<file path="config.mk">
export PLATFORM = sky130hd
export DESIGN_NAME = air_quality_score
export DESIGN_NICKNAME = d
export VERILOG_FILES = /design/src/rtl/core/aqs_pkg.sv /design/src/rtl/core/aqs_lane.sv /design/src/rtl/core/aqs_band.sv /design/src/rtl/core/air_quality_score.sv
export SDC_FILE = /design/constraint.sdc
export NUM_CORES = 2
export LEC_CHECK = 0
export BUFFER_PORTS_ARGS = -buffer_cell sky130_fd_sc_hd__buf_4
export CAP_MARGIN = 20
export CORE_MARGIN = 2
export CORE_UTILIZATION = 35
export DETAILED_ROUTE_END_ITERATION = 16
export GPL_TIMING_DRIVEN = 0
export PLACE_DENSITY = 0.48
export SYNTH_ARGS = -nofsm -noshare
export SYNTH_HDL_FRONTEND = slang
export SYNTH_SLANG_ARGS = --single-unit
</file>
<file path="constraint.sdc">
create_clock -name clk -period 6.8 [get_ports clk]
set_clock_uncertainty 0.1 [all_clocks]
set_input_delay 1.36 -clock clk [delete_from_list [all_inputs] [get_ports clk]]
set_output_delay 1.36 -clock clk [all_outputs]
set_load 0.01 [all_outputs]
</file>
<file path="src/rtl/core/aqs_pkg.sv">
// Shared types and constants for the air quality scoring pipeline.
// Depends on nothing; every other file takes its names by scope.
`timescale 1ns / 1ps

package aqs_pkg;

	typedef struct packed {
		logic signed [14:0] temperature;
		logic [13:0]        humidity;
		logic [21:0]        carbon_dioxide;
		logic [21:0]        volatile_organics;
		logic [19:0]        particulates;
	} aqs_in_t;

	typedef struct packed {
		logic [2:0] temperature_index;
		logic [2:0] humidity_index;
		logic [2:0] co2_index;
		logic [2:0] voc_index;
		logic [2:0] dust_index;
		logic [6:0] score;
		logic [1:0] colour_class;
	} aqs_out_t;

	typedef struct packed {
		logic s2;
		logic s3;
	} aqs_adv_t;

	localparam logic [1:0] COLOUR_GREEN  = 2'd0;
	localparam logic [1:0] COLOUR_AMBER  = 2'd1;
	localparam logic [1:0] COLOUR_PURPLE = 2'd2;

	localparam int TEMP_LO  = 1800;
	localparam int TEMP_HI  = 2600;
	localparam int HUM_LO   = 3000;
	localparam int HUM_HI   = 6000;
	localparam int CO2_HI   = 100000;
	localparam int VOC_HI   = 33300;
	localparam int DUST_HI  = 1200;

	localparam int TEMP_STEP = 200;
	localparam int HUM_STEP  = 1000;
	localparam int CO2_STEP  = 40000;
	localparam int VOC_STEP  = 33300;
	localparam int DUST_STEP = 1200;

	localparam int TEMP_FULL = 1200;
	localparam int HUM_FULL  = 4000;
	localparam int CO2_FULL  = 80000;
	localparam int VOC_FULL  = 100000;
	localparam int DUST_FULL = 6000;

	localparam int TEMP_MAX = 8;
	localparam int HUM_MAX  = 8;
	localparam int CO2_MAX  = 25;
	localparam int VOC_MAX  = 25;
	localparam int DUST_MAX = 34;

	localparam int SCORE_TOP   = 100;
	localparam int GREEN_FLOOR = 80;
	localparam int AMBER_FLOOR = 60;

	localparam int DIST_T_W = 15;
	localparam int DIST_H_W = 14;
	localparam int DIST_C_W = 22;
	localparam int DIST_V_W = 22;
	localparam int DIST_D_W = 20;

	localparam int PEN_T_W = $clog2(TEMP_MAX + 1);
	localparam int PEN_H_W = $clog2(HUM_MAX + 1);
	localparam int PEN_C_W = $clog2(CO2_MAX + 1);
	localparam int PEN_V_W = $clog2(VOC_MAX + 1);
	localparam int PEN_D_W = $clog2(DUST_MAX + 1);

	localparam int RECIP_SHIFT = 40;

endpackage

</file>
<file path="src/rtl/core/aqs_lane.sv">
// One sensor lane: severity index and rounded penalty from a band distance.
// Stages two and three of the pipeline; uses aqs_pkg for the advance struct.
`timescale 1ns / 1ps

module aqs_lane #(
	parameter int DW   = 15,
	parameter int STEP = 200,
	parameter int FULL = 1200,
	parameter int MAX  = 8
) (
	input  logic                      clk,
	input  aqs_pkg::aqs_adv_t         adv,
	input  logic [DW-1:0]             distance,
	output logic [2:0]                idx,
	output logic [$clog2(MAX+1)-1:0]  pen
);

	localparam int PW    = $clog2(MAX + 1);
	localparam int CW    = $clog2(FULL + 1);
	localparam int NW    = $clog2(MAX * FULL + FULL / 2 + 1);
	localparam int SHIFT = aqs_pkg::RECIP_SHIFT;
	localparam longint unsigned RECIP =
		((64'd1 << SHIFT) + 64'(FULL) - 64'd1) / 64'(FULL);
	localparam int RW    = $clog2(RECIP + 1);
	localparam int XW    = (NW + RW > SHIFT + PW) ? NW + RW : SHIFT + PW;

	logic [CW-1:0] clamp;
	logic [2:0]    idx_c;
	logic [2:0]    idx_s2;
	logic [NW-1:0] num_s2;
	logic [2:0]    idx_s3;
	logic [XW-1:0] prod_s3;

	always_comb begin
		idx_c = 3'd0;
		for (int k = 0; k < 4; k++) begin
			if (32'(distance) > 32'(k * STEP)) begin
				idx_c = idx_c + 3'd1;
			end
		end
		clamp = (32'(distance) >= 32'(FULL)) ? CW'(FULL) : CW'(distance);
	end

	always_ff @(posedge clk) begin
		if (adv.s2) begin
			idx_s2 <= idx_c;
			num_s2 <= NW'(clamp) * NW'(MAX) + NW'(FULL / 2);
		end
		if (adv.s3) begin
			idx_s3  <= idx_s2;
			prod_s3 <= XW'(num_s2) * XW'(RECIP);
		end
	end

	assign idx = idx_s3;
	assign pen = prod_s3[SHIFT +: PW];

endmodule

</file>
<file path="src/rtl/core/aqs_band.sv">
// First stage: distances of the five readings outside their good bands.
// Uses aqs_pkg for the input struct, band edges and distance widths.
`timescale 1ns / 1ps

module aqs_band (
	input  logic                                 clk,
	input  logic                                 adv,
	input  aqs_pkg::aqs_in_t                     item,
	output logic [aqs_pkg::DIST_T_W-1:0]         dist_t,
	output logic [aqs_pkg::DIST_H_W-1:0]         dist_h,
	output logic [aqs_pkg::DIST_C_W-1:0]         dist_c,
	output logic [aqs_pkg::DIST_V_W-1:0]         dist_v,
	output logic [aqs_pkg::DIST_D_W-1:0]         dist_d
);

	logic signed [15:0] t_ext;
	logic [aqs_pkg::DIST_T_W-1:0] dt_c;
	logic [aqs_pkg::DIST_H_W-1:0] dh_c;
	logic [aqs_pkg::DIST_C_W-1:0] dc_c;
	logic [aqs_pkg::DIST_V_W-1:0] dv_c;
	logic [aqs_pkg::DIST_D_W-1:0] dd_c;
	logic [aqs_pkg::DIST_T_W-1:0] dist_t_s1;
	logic [aqs_pkg::DIST_H_W-1:0] dist_h_s1;
	logic [aqs_pkg::DIST_C_W-1:0] dist_c_s1;
	logic [aqs_pkg::DIST_V_W-1:0] dist_v_s1;
	logic [aqs_pkg::DIST_D_W-1:0] dist_d_s1;

	always_comb begin
		t_ext = 16'(item.temperature);
		if (t_ext < 16'sd1800) begin
			dt_c = aqs_pkg::DIST_T_W'(16'(aqs_pkg::TEMP_LO) - t_ext);
		end else if (t_ext > 16'(aqs_pkg::TEMP_HI)) begin
			dt_c = aqs_pkg::DIST_T_W'(t_ext - 16'(aqs_pkg::TEMP_HI));
		end else begin
			dt_c = '0;
		end
		if (item.humidity < 14'(aqs_pkg::HUM_LO)) begin
			dh_c = 14'(aqs_pkg::HUM_LO) - item.humidity;
		end else if (item.humidity > 14'(aqs_pkg::HUM_HI)) begin
			dh_c = item.humidity - 14'(aqs_pkg::HUM_HI);
		end else begin
			dh_c = '0;
		end
		dc_c = (item.carbon_dioxide > 22'(aqs_pkg::CO2_HI)) ?
			item.carbon_dioxide - 22'(aqs_pkg::CO2_HI) : '0;
		dv_c = (item.volatile_organics > 22'(aqs_pkg::VOC_HI)) ?
			item.volatile_organics - 22'(aqs_pkg::VOC_HI) : '0;
		dd_c = (item.particulates > 20'(aqs_pkg::DUST_HI)) ?
			item.particulates - 20'(aqs_pkg::DUST_HI) : '0;
	end

	always_ff @(posedge clk) begin
		if (adv) begin
			dist_t_s1 <= dt_c;
			dist_h_s1 <= dh_c;
			dist_c_s1 <= dc_c;
			dist_v_s1 <= dv_c;
			dist_d_s1 <= dd_c;
		end
	end

	assign dist_t = dist_t_s1;
	assign dist_h = dist_h_s1;
	assign dist_c = dist_c_s1;
	assign dist_v = dist_v_s1;
	assign dist_d = dist_d_s1;

endmodule

</file>
<file path="src/rtl/core/air_quality_score.sv">
// Top level of the air quality scoring pipeline: handshake, valid bits,
// penalty sum, score and colour class. Uses aqs_pkg, aqs_band and aqs_lane.
//
//   channel  | direction | handshake                     | payload
//   sensor   | in        | sensor_valid / sensor_stall   | aqs_pkg::aqs_in_t
//   result   | out       | result_valid / result_stall   | aqs_pkg::aqs_out_t
//
// Four register stages: band distances, index and scaled numerator,
// reciprocal product, then penalty sum with score and colour.
// One item enters every cycle while the output moves.
// A stall on the result side holds a full stage only when every stage after it is full; an empty stage still fills.
// Reset clears the valid bits only.
`timescale 1ns / 1ps

module air_quality_score (
	input  logic               clk,
	input  logic               arst_n,
	input  logic               sensor_valid,
	output logic               sensor_stall,
	input  aqs_pkg::aqs_in_t   sensor,
	output logic               result_valid,
	input  logic               result_stall,
	output aqs_pkg::aqs_out_t  result
);

	logic v_s1, v_s2, v_s3, v_s4;
	logic adv1, adv4;
	aqs_pkg::aqs_adv_t adv;
	aqs_pkg::aqs_out_t result_s4;

	logic [aqs_pkg::DIST_T_W-1:0] dist_t;
	logic [aqs_pkg::DIST_H_W-1:0] dist_h;
	logic [aqs_pkg::DIST_C_W-1:0] dist_c;
	logic [aqs_pkg::DIST_V_W-1:0] dist_v;
	logic [aqs_pkg::DIST_D_W-1:0] dist_d;

	logic [2:0] idx_t, idx_h, idx_c, idx_v, idx_d;
	logic [aqs_pkg::PEN_T_W-1:0] pen_t;
	logic [aqs_pkg::PEN_H_W-1:0] pen_h;
	logic [aqs_pkg::PEN_C_W-1:0] pen_c;
	logic [aqs_pkg::PEN_V_W-1:0] pen_v;
	logic [aqs_pkg::PEN_D_W-1:0] pen_d;
	logic [6:0] pen_sum;
	logic [6:0] score_c;
	logic [1:0] colour_c;

	always_comb begin
		adv4   = !result_stall || !v_s4;
		adv.s3 = adv4 || !v_s3;
		adv.s2 = adv.s3 || !v_s2;
		adv1   = adv.s2 || !v_s1;
	end

	assign sensor_stall = !adv1;

	always_ff @(posedge clk or negedge arst_n) begin
		if (!arst_n) begin
			v_s1 <= 1'b0;
			v_s2 <= 1'b0;
			v_s3 <= 1'b0;
			v_s4 <= 1'b0;
		end else begin
			if (adv1) begin
				v_s1 <= sensor_valid;
			end
			if (adv.s2) begin
				v_s2 <= v_s1;
			end
			if (adv.s3) begin
				v_s3 <= v_s2;
			end
			if (adv4) begin
				v_s4 <= v_s3;
			end
		end
	end

	aqs_band u_band (
		.clk    (clk),
		.adv    (adv1),
		.item   (sensor),
		.dist_t (dist_t),
		.dist_h (dist_h),
		.dist_c (dist_c),
		.dist_v (dist_v),
		.dist_d (dist_d)
	);

	aqs_lane #(
		.DW   (aqs_pkg::DIST_T_W),
		.STEP (aqs_pkg::TEMP_STEP),
		.FULL (aqs_pkg::TEMP_FULL),
		.MAX  (aqs_pkg::TEMP_MAX)
	) u_lane_t (.clk(clk), .adv(adv), .distance(dist_t), .idx(idx_t), .pen(pen_t));

	aqs_lane #(
		.DW   (aqs_pkg::DIST_H_W),
		.STEP (aqs_pkg::HUM_STEP),
		.FULL (aqs_pkg::HUM_FULL),
		.MAX  (aqs_pkg::HUM_MAX)
	) u_lane_h (.clk(clk), .adv(adv), .distance(dist_h), .idx(idx_h), .pen(pen_h));

	aqs_lane #(
		.DW   (aqs_pkg::DIST_C_W),
		.STEP (aqs_pkg::CO2_STEP),
		.FULL (aqs_pkg::CO2_FULL),
		.MAX  (aqs_pkg::CO2_MAX)
	) u_lane_c (.clk(clk), .adv(adv), .distance(dist_c), .idx(idx_c), .pen(pen_c));

	aqs_lane #(
		.DW   (aqs_pkg::DIST_V_W),
		.STEP (aqs_pkg::VOC_STEP),
		.FULL (aqs_pkg::VOC_FULL),
		.MAX  (aqs_pkg::VOC_MAX)
	) u_lane_v (.clk(clk), .adv(adv), .distance(dist_v), .idx(idx_v), .pen(pen_v));

	aqs_lane #(
		.DW   (aqs_pkg::DIST_D_W),
		.STEP (aqs_pkg::DUST_STEP),
		.FULL (aqs_pkg::DUST_FULL),
		.MAX  (aqs_pkg::DUST_MAX)
	) u_lane_d (.clk(clk), .adv(adv), .distance(dist_d), .idx(idx_d), .pen(pen_d));

	always_comb begin
		pen_sum = 7'(pen_t) + 7'(pen_h) + 7'(pen_c) + 7'(pen_v) + 7'(pen_d);
		score_c = (pen_sum < 7'(aqs_pkg::SCORE_TOP)) ?
			7'(aqs_pkg::SCORE_TOP) - pen_sum : 7'd0;
		priority if (score_c >= 7'(aqs_pkg::GREEN_FLOOR)) begin
			colour_c = aqs_pkg::COLOUR_GREEN;
		end else if (score_c >= 7'(aqs_pkg::AMBER_FLOOR)) begin
			colour_c = aqs_pkg::COLOUR_AMBER;
		end else begin
			colour_c = aqs_pkg::COLOUR_PURPLE;
		end
	end

	always_ff @(posedge clk) begin
		if (adv4) begin
			result_s4.temperature_index <= idx_t;
			result_s4.humidity_index    <= idx_h;
			result_s4.co2_index         <= idx_c;
			result_s4.voc_index         <= idx_v;
			result_s4.dust_index        <= idx_d;
			result_s4.score             <= score_c;
			result_s4.colour_class      <= colour_c;
		end
	end

	assign result_valid = v_s4;
	assign result       = result_s4;

endmodule

</file>
==> impl_summary.md <==
Timing
The actual transition at the worst max-transition pin is 824 ps. The count of final hold-check violations is 0. Setup repair after global routing could not meet its margin everywhere. The number of pins with negative max-slew slack in the final report is 0. The number of setup violations in the final report is 0. The final critical path takes up 96.9% of the cycle. The clock period could shrink to 6590 ps. The normalized max-slew margin is 44.6%.

Based on the critical path, the design can be clocked at up to 0.152 GHz. The worst setup margin is 214 ps. The total negative slack is 0 ps.

Die
During I/O placement, the number of pins put on the boundary was 123. The y dimension of the die is 374 um. The initial core utilization is 35.3%. The overall die area is 140000 sq um. The core region is 136000 sq um.

The number of placement rows is 135. The die outline width is 374 um.

Placed design
The count of placed standard cells including taps is 6495. The placed instances occupy a cell area of 51100 sq um. At the end of routability-driven placement, the weighted congestion stood at 0.837. Port buffering added 115 buffers.

The placement-stage worst setup slack is -549 ps. The detailed placement HPWL is 94800 um.

Layout
The post-layout instance count excluding filler cells is 6606. Of the cells placed in the final design, the portion with a size suffix greater than 1 is 5.64%. The layout filler cell count is 13500. The register area is 7760 sq um. The net count reported at finish is 6662.

The multi-input combinational cells in the finished layout cover a total of 35400 sq um. The area added between synthesis and finish is 10.2%. With fillers left out, the area of the finished cells amounts to 52800 sq um.

Detailed routing
The count of routing violations after the opening detailed-route iteration is 1253. The routed wire length on met3 is 3420 um. In the final routed layout, each cell accounts on average for 16.5 um. In this run the top signal layer used is met5. The routed via count is 30600. In the routed design, unresolved DRC markers number 0. The routed length on met2 is 51600 um. The length of the first detailed-routing pass in iterations is 5.

The number of antenna-violating nets in the routed design is 0. In the final routing, the length of wire on met1 measures 51800 um. The detailed-route vias per instance is 4.63. The final layout contains routed wiring with a total length of 109000 um.

Synthesis
Synthesis instantiated 82 different standard cells from the library. The number of enable-type register cells in the synthesized netlist is 255. The cell count after synthesis came out at 4594. The number of flip-flops and latches in the synthesized netlist is 259.

The average instance in the mapped netlist occupies 10.4 sq um. The async set-or-reset flop fraction in the synthesized netlist is 1.54%. The mapped netlist covers 47900 sq um. The Yosys step of the flow raised 0 warnings. The net count after synthesis is 6462.

Of the synthesized area, sequential elements account for 16.2%. For this run, the leading register cell type out of synthesis is sky130_fd_sc_hd__edfxtp_1.

Clocking
The quantity of hold-fixing buffers added after cts is 0. The buffer levels on the longest clock path is 3. Counting every sink on the clock net gives 259. The number of clock buffers added by TritonCTS is 37. The cell sitting at the root of the clock tree is a sky130_fd_sc_hd__clkbuf_16. The clock tree synthesis step divided the H-tree into 2 levels. The later pin in the worst-skew pair is clocked with a latency of 600 ps.

The TritonCTS clock tree is yes. The clock-pin slew on the worst setup and hold paths is 50 ps.

Setup path
The worst reg2reg path endpoint is u_lane_v.prod_s3[44]$_DFFE_PP_. The worst register-to-register path has a depth of 18. In this run the worst path has a maximum fanout of 7. The worst setup path is captured at a register. The worst setup path category is reg -> reg. The worst setup path is launched from a register. The reg2reg setup slack is 210 ps. The data arrival time of the critical path is 6820 ps. At the worst endpoint, the required time is 7030 ps.

The startpoint identified for the worst register-to-register timing path is u_lane_v.num_s2[2]$_DFFE_PP_.

Global routing
The overall track demand over capacity in global routing is 16.1%. The maximum number of pins on one net before global-route repair is 56. The number of global-route vias before repair is 33000.

The number of antenna violations at the first check in global routing is 11. The first global-routing pass estimated 178000 um of wire. Summed over all layers, the global routing overflow is 0.

Worst hold path
The worst hold path startpoint is u_lane_d.idx_s2[2]$_DFFE_PP_. The hold path depth is 0. The worst min-delay path endpoint is u_lane_d.idx[2]$_DFFE_PP_. The worst hold path class is reg -> reg.

Flow run
The number of max-cap violations is 0.

Status
The flow ran to the end, and the final reports show no timing, DRC or antenna violations.
cells by family (layout without fill, tap and decap cells):
group                    count (synthesis)  after routing  synth area share (%)
multiplexers                            10             10                 0.225
AND/OR/NAND/NOR                        623            623                  6.41
flip-flops                             259            259                  16.2
AO/OA/AOI/OAI                          483            483                  6.66
buffers and inverters                 1287           1515                  10.1
XOR/XNOR                               161            161                  2.94
other                                    0              3                     0
adder cells (fa/ha/maj)               1771           1771                  57.5
cells in the mapped netlist, types with 27 or more instances:
master,number,share of area (%)
sky130_fd_sc_hd__fa_1,717,30
sky130_fd_sc_hd__nand2b_1,39,0.51
sky130_fd_sc_hd__clkbuf_1,29,0.23
sky130_fd_sc_hd__inv_1,1254,9.8
sky130_fd_sc_hd__nand2_1,152,1.2
sky130_fd_sc_hd__xnor2_1,110,2.0
sky130_fd_sc_hd__o21ai_1,36,0.38
sky130_fd_sc_hd__nor2_1,154,1.2
sky130_fd_sc_hd__nand3_1,53,0.55
sky130_fd_sc_hd__o21ai_0,54,0.56
sky130_fd_sc_hd__and2_1,27,0.35
sky130_fd_sc_hd__xor2_1,51,0.93
sky130_fd_sc_hd__a21o_1,59,0.92
sky130_fd_sc_hd__a31oi_1,28,0.37
sky130_fd_sc_hd__a211oi_1,27,0.42
sky130_fd_sc_hd__ha_1,1054,28
sky130_fd_sc_hd__nor3_1,44,0.46
sky130_fd_sc_hd__edfxtp_1,255,16
sky130_fd_sc_hd__nor2b_1,29,0.38
sky130_fd_sc_hd__a21oi_1,130,1.4
per-layer routing:
layer	global-route usage, %	vias to the layer above
li1	-	15300
met1	22.0	14800
met2	27.1	324
met3	2.04	92
met4	3.33	6
met5	0	-
through the flow:
stage	utilization (%)	hold WS [ps]
2_1_floorplan	-	300
3_3_place_gp	37.6	304
3_5_place_dp	37.7	306
4_1_cts	38.6	319
5_1_grt	38.9	322
6_report	38.9	317
layout by cell type (no fill, tap or decap), drive strengths merged, types with 18 or more instances in the layout:
cell type / Yosys / layout
nor2: 155 / 155
nand4: 18 / 18
nor2b: 29 / 29
nand2b: 39 / 39
fa: 717 / 717
ha: 1054 / 1054
a31oi: 28 / 28
or3: 18 / 18
inv: 1255 / 1261
and2: 28 / 28
nor4: 25 / 25
a21o: 60 / 60
xor2: 51 / 51
o21ai: 90 / 90
a211oi: 27 / 27
nand2: 152 / 152
clkbuf: 29 / 74
nand3: 53 / 53
xnor2: 110 / 110
o21a: 21 / 21
nor3: 45 / 45
edfxtp: 255 / 255
or2: 18 / 18
buf: 3 / 164
a21oi: 131 / 131
sequential cells by signal (all words and copies together) (netlist names), 11 cells and up:
name,cells
result,24
u_band.dist_c,22
u_band.dist_v,22
u_lane_v.num_s2,22
u_lane_c.num_s2,21
u_band.dist_d,20
u_lane_d.num_s2,17
u_band.dist_t,15
u_band.dist_h,14
u_lane_h.num_s2,13
u_lane_t.num_s2,11
timing repair:
| action | 4_1_cts | 5_1_grt |
|---|---|---|
| pin swaps | 0 | 2 |
| gates resized for setup | 5 | 16 |
| setup buffers | 0 | 41 |
| setup endpoints to repair | 7 | 11 |
| cloned | 0 | 0 |
layout make-up:
cell class / instances / area share [%]
Antenna cell: 3 / 0.0142
Buffer: 32 / 0.246
Clock buffer: 45 / 1.89
Clock inverter: 22 / 0.460
Inverter: 1255 / 8.92
Multi-Input combinational cell: 3048 / 67.1
Sequential cell: 259 / 14.7
Tap cell: 1781 / 4.22
Timing Repair Buffer: 161 / 2.41
critical path, stage by stage, from the launching register on:
cell                       delay, ps
sky130_fd_sc_hd__edfxtp_1        540
sky130_fd_sc_hd__fa_2            660
sky130_fd_sc_hd__fa_1            440
sky130_fd_sc_hd__fa_1            500
sky130_fd_sc_hd__fa_1            550
sky130_fd_sc_hd__fa_1            460
sky130_fd_sc_hd__fa_1            560
sky130_fd_sc_hd__inv_1            60
sky130_fd_sc_hd__fa_1            530
sky130_fd_sc_hd__inv_1            40
sky130_fd_sc_hd__ha_1            340
sky130_fd_sc_hd__inv_1            80
sky130_fd_sc_hd__nor4_2          250
sky130_fd_sc_hd__a22o_1          200
sky130_fd_sc_hd__a21oi_2          80
sky130_fd_sc_hd__a21oi_4         320
sky130_fd_sc_hd__a31oi_1         160
sky130_fd_sc_hd__o41ai_2         350
sky130_fd_sc_hd__xnor2_1         110
worst max-delay path by stage:
| stage | startpoint | to | slack [ps] |
|---|---|---|---|
| finish | u_lane_v.num_s2[2]$_DFFE_PP_ | u_lane_v.prod_s3[44]$_DFFE_PP_ | 210 |
| global route | u_lane_v.num_s2[2]$_DFFE_PP_ | u_lane_v.prod_s3[44]$_DFFE_PP_ | -80 |
| CTS | u_lane_v.num_s2[11]$_DFFE_PP_ | u_lane_v.prod_s3[44]$_DFFE_PP_ | -30 |
| detailed placement | u_lane_v.num_s2[9]$_DFFE_PP_ | u_lane_v.prod_s3[44]$_DFFE_PP_ | -550 |
| global placement | u_lane_v.num_s2[9]$_DFFE_PP_ | u_lane_v.prod_s3[44]$_DFFE_PP_ | -580 |
| floorplan | u_lane_v.num_s2[11]$_DFFE_PP_ | u_lane_v.prod_s3[44]$_DFFE_PP_ | 620 |
Power is left out: the tool's default activity adds up to more than one toggle a clock period on the data nets, which glitch-free logic cannot reach.
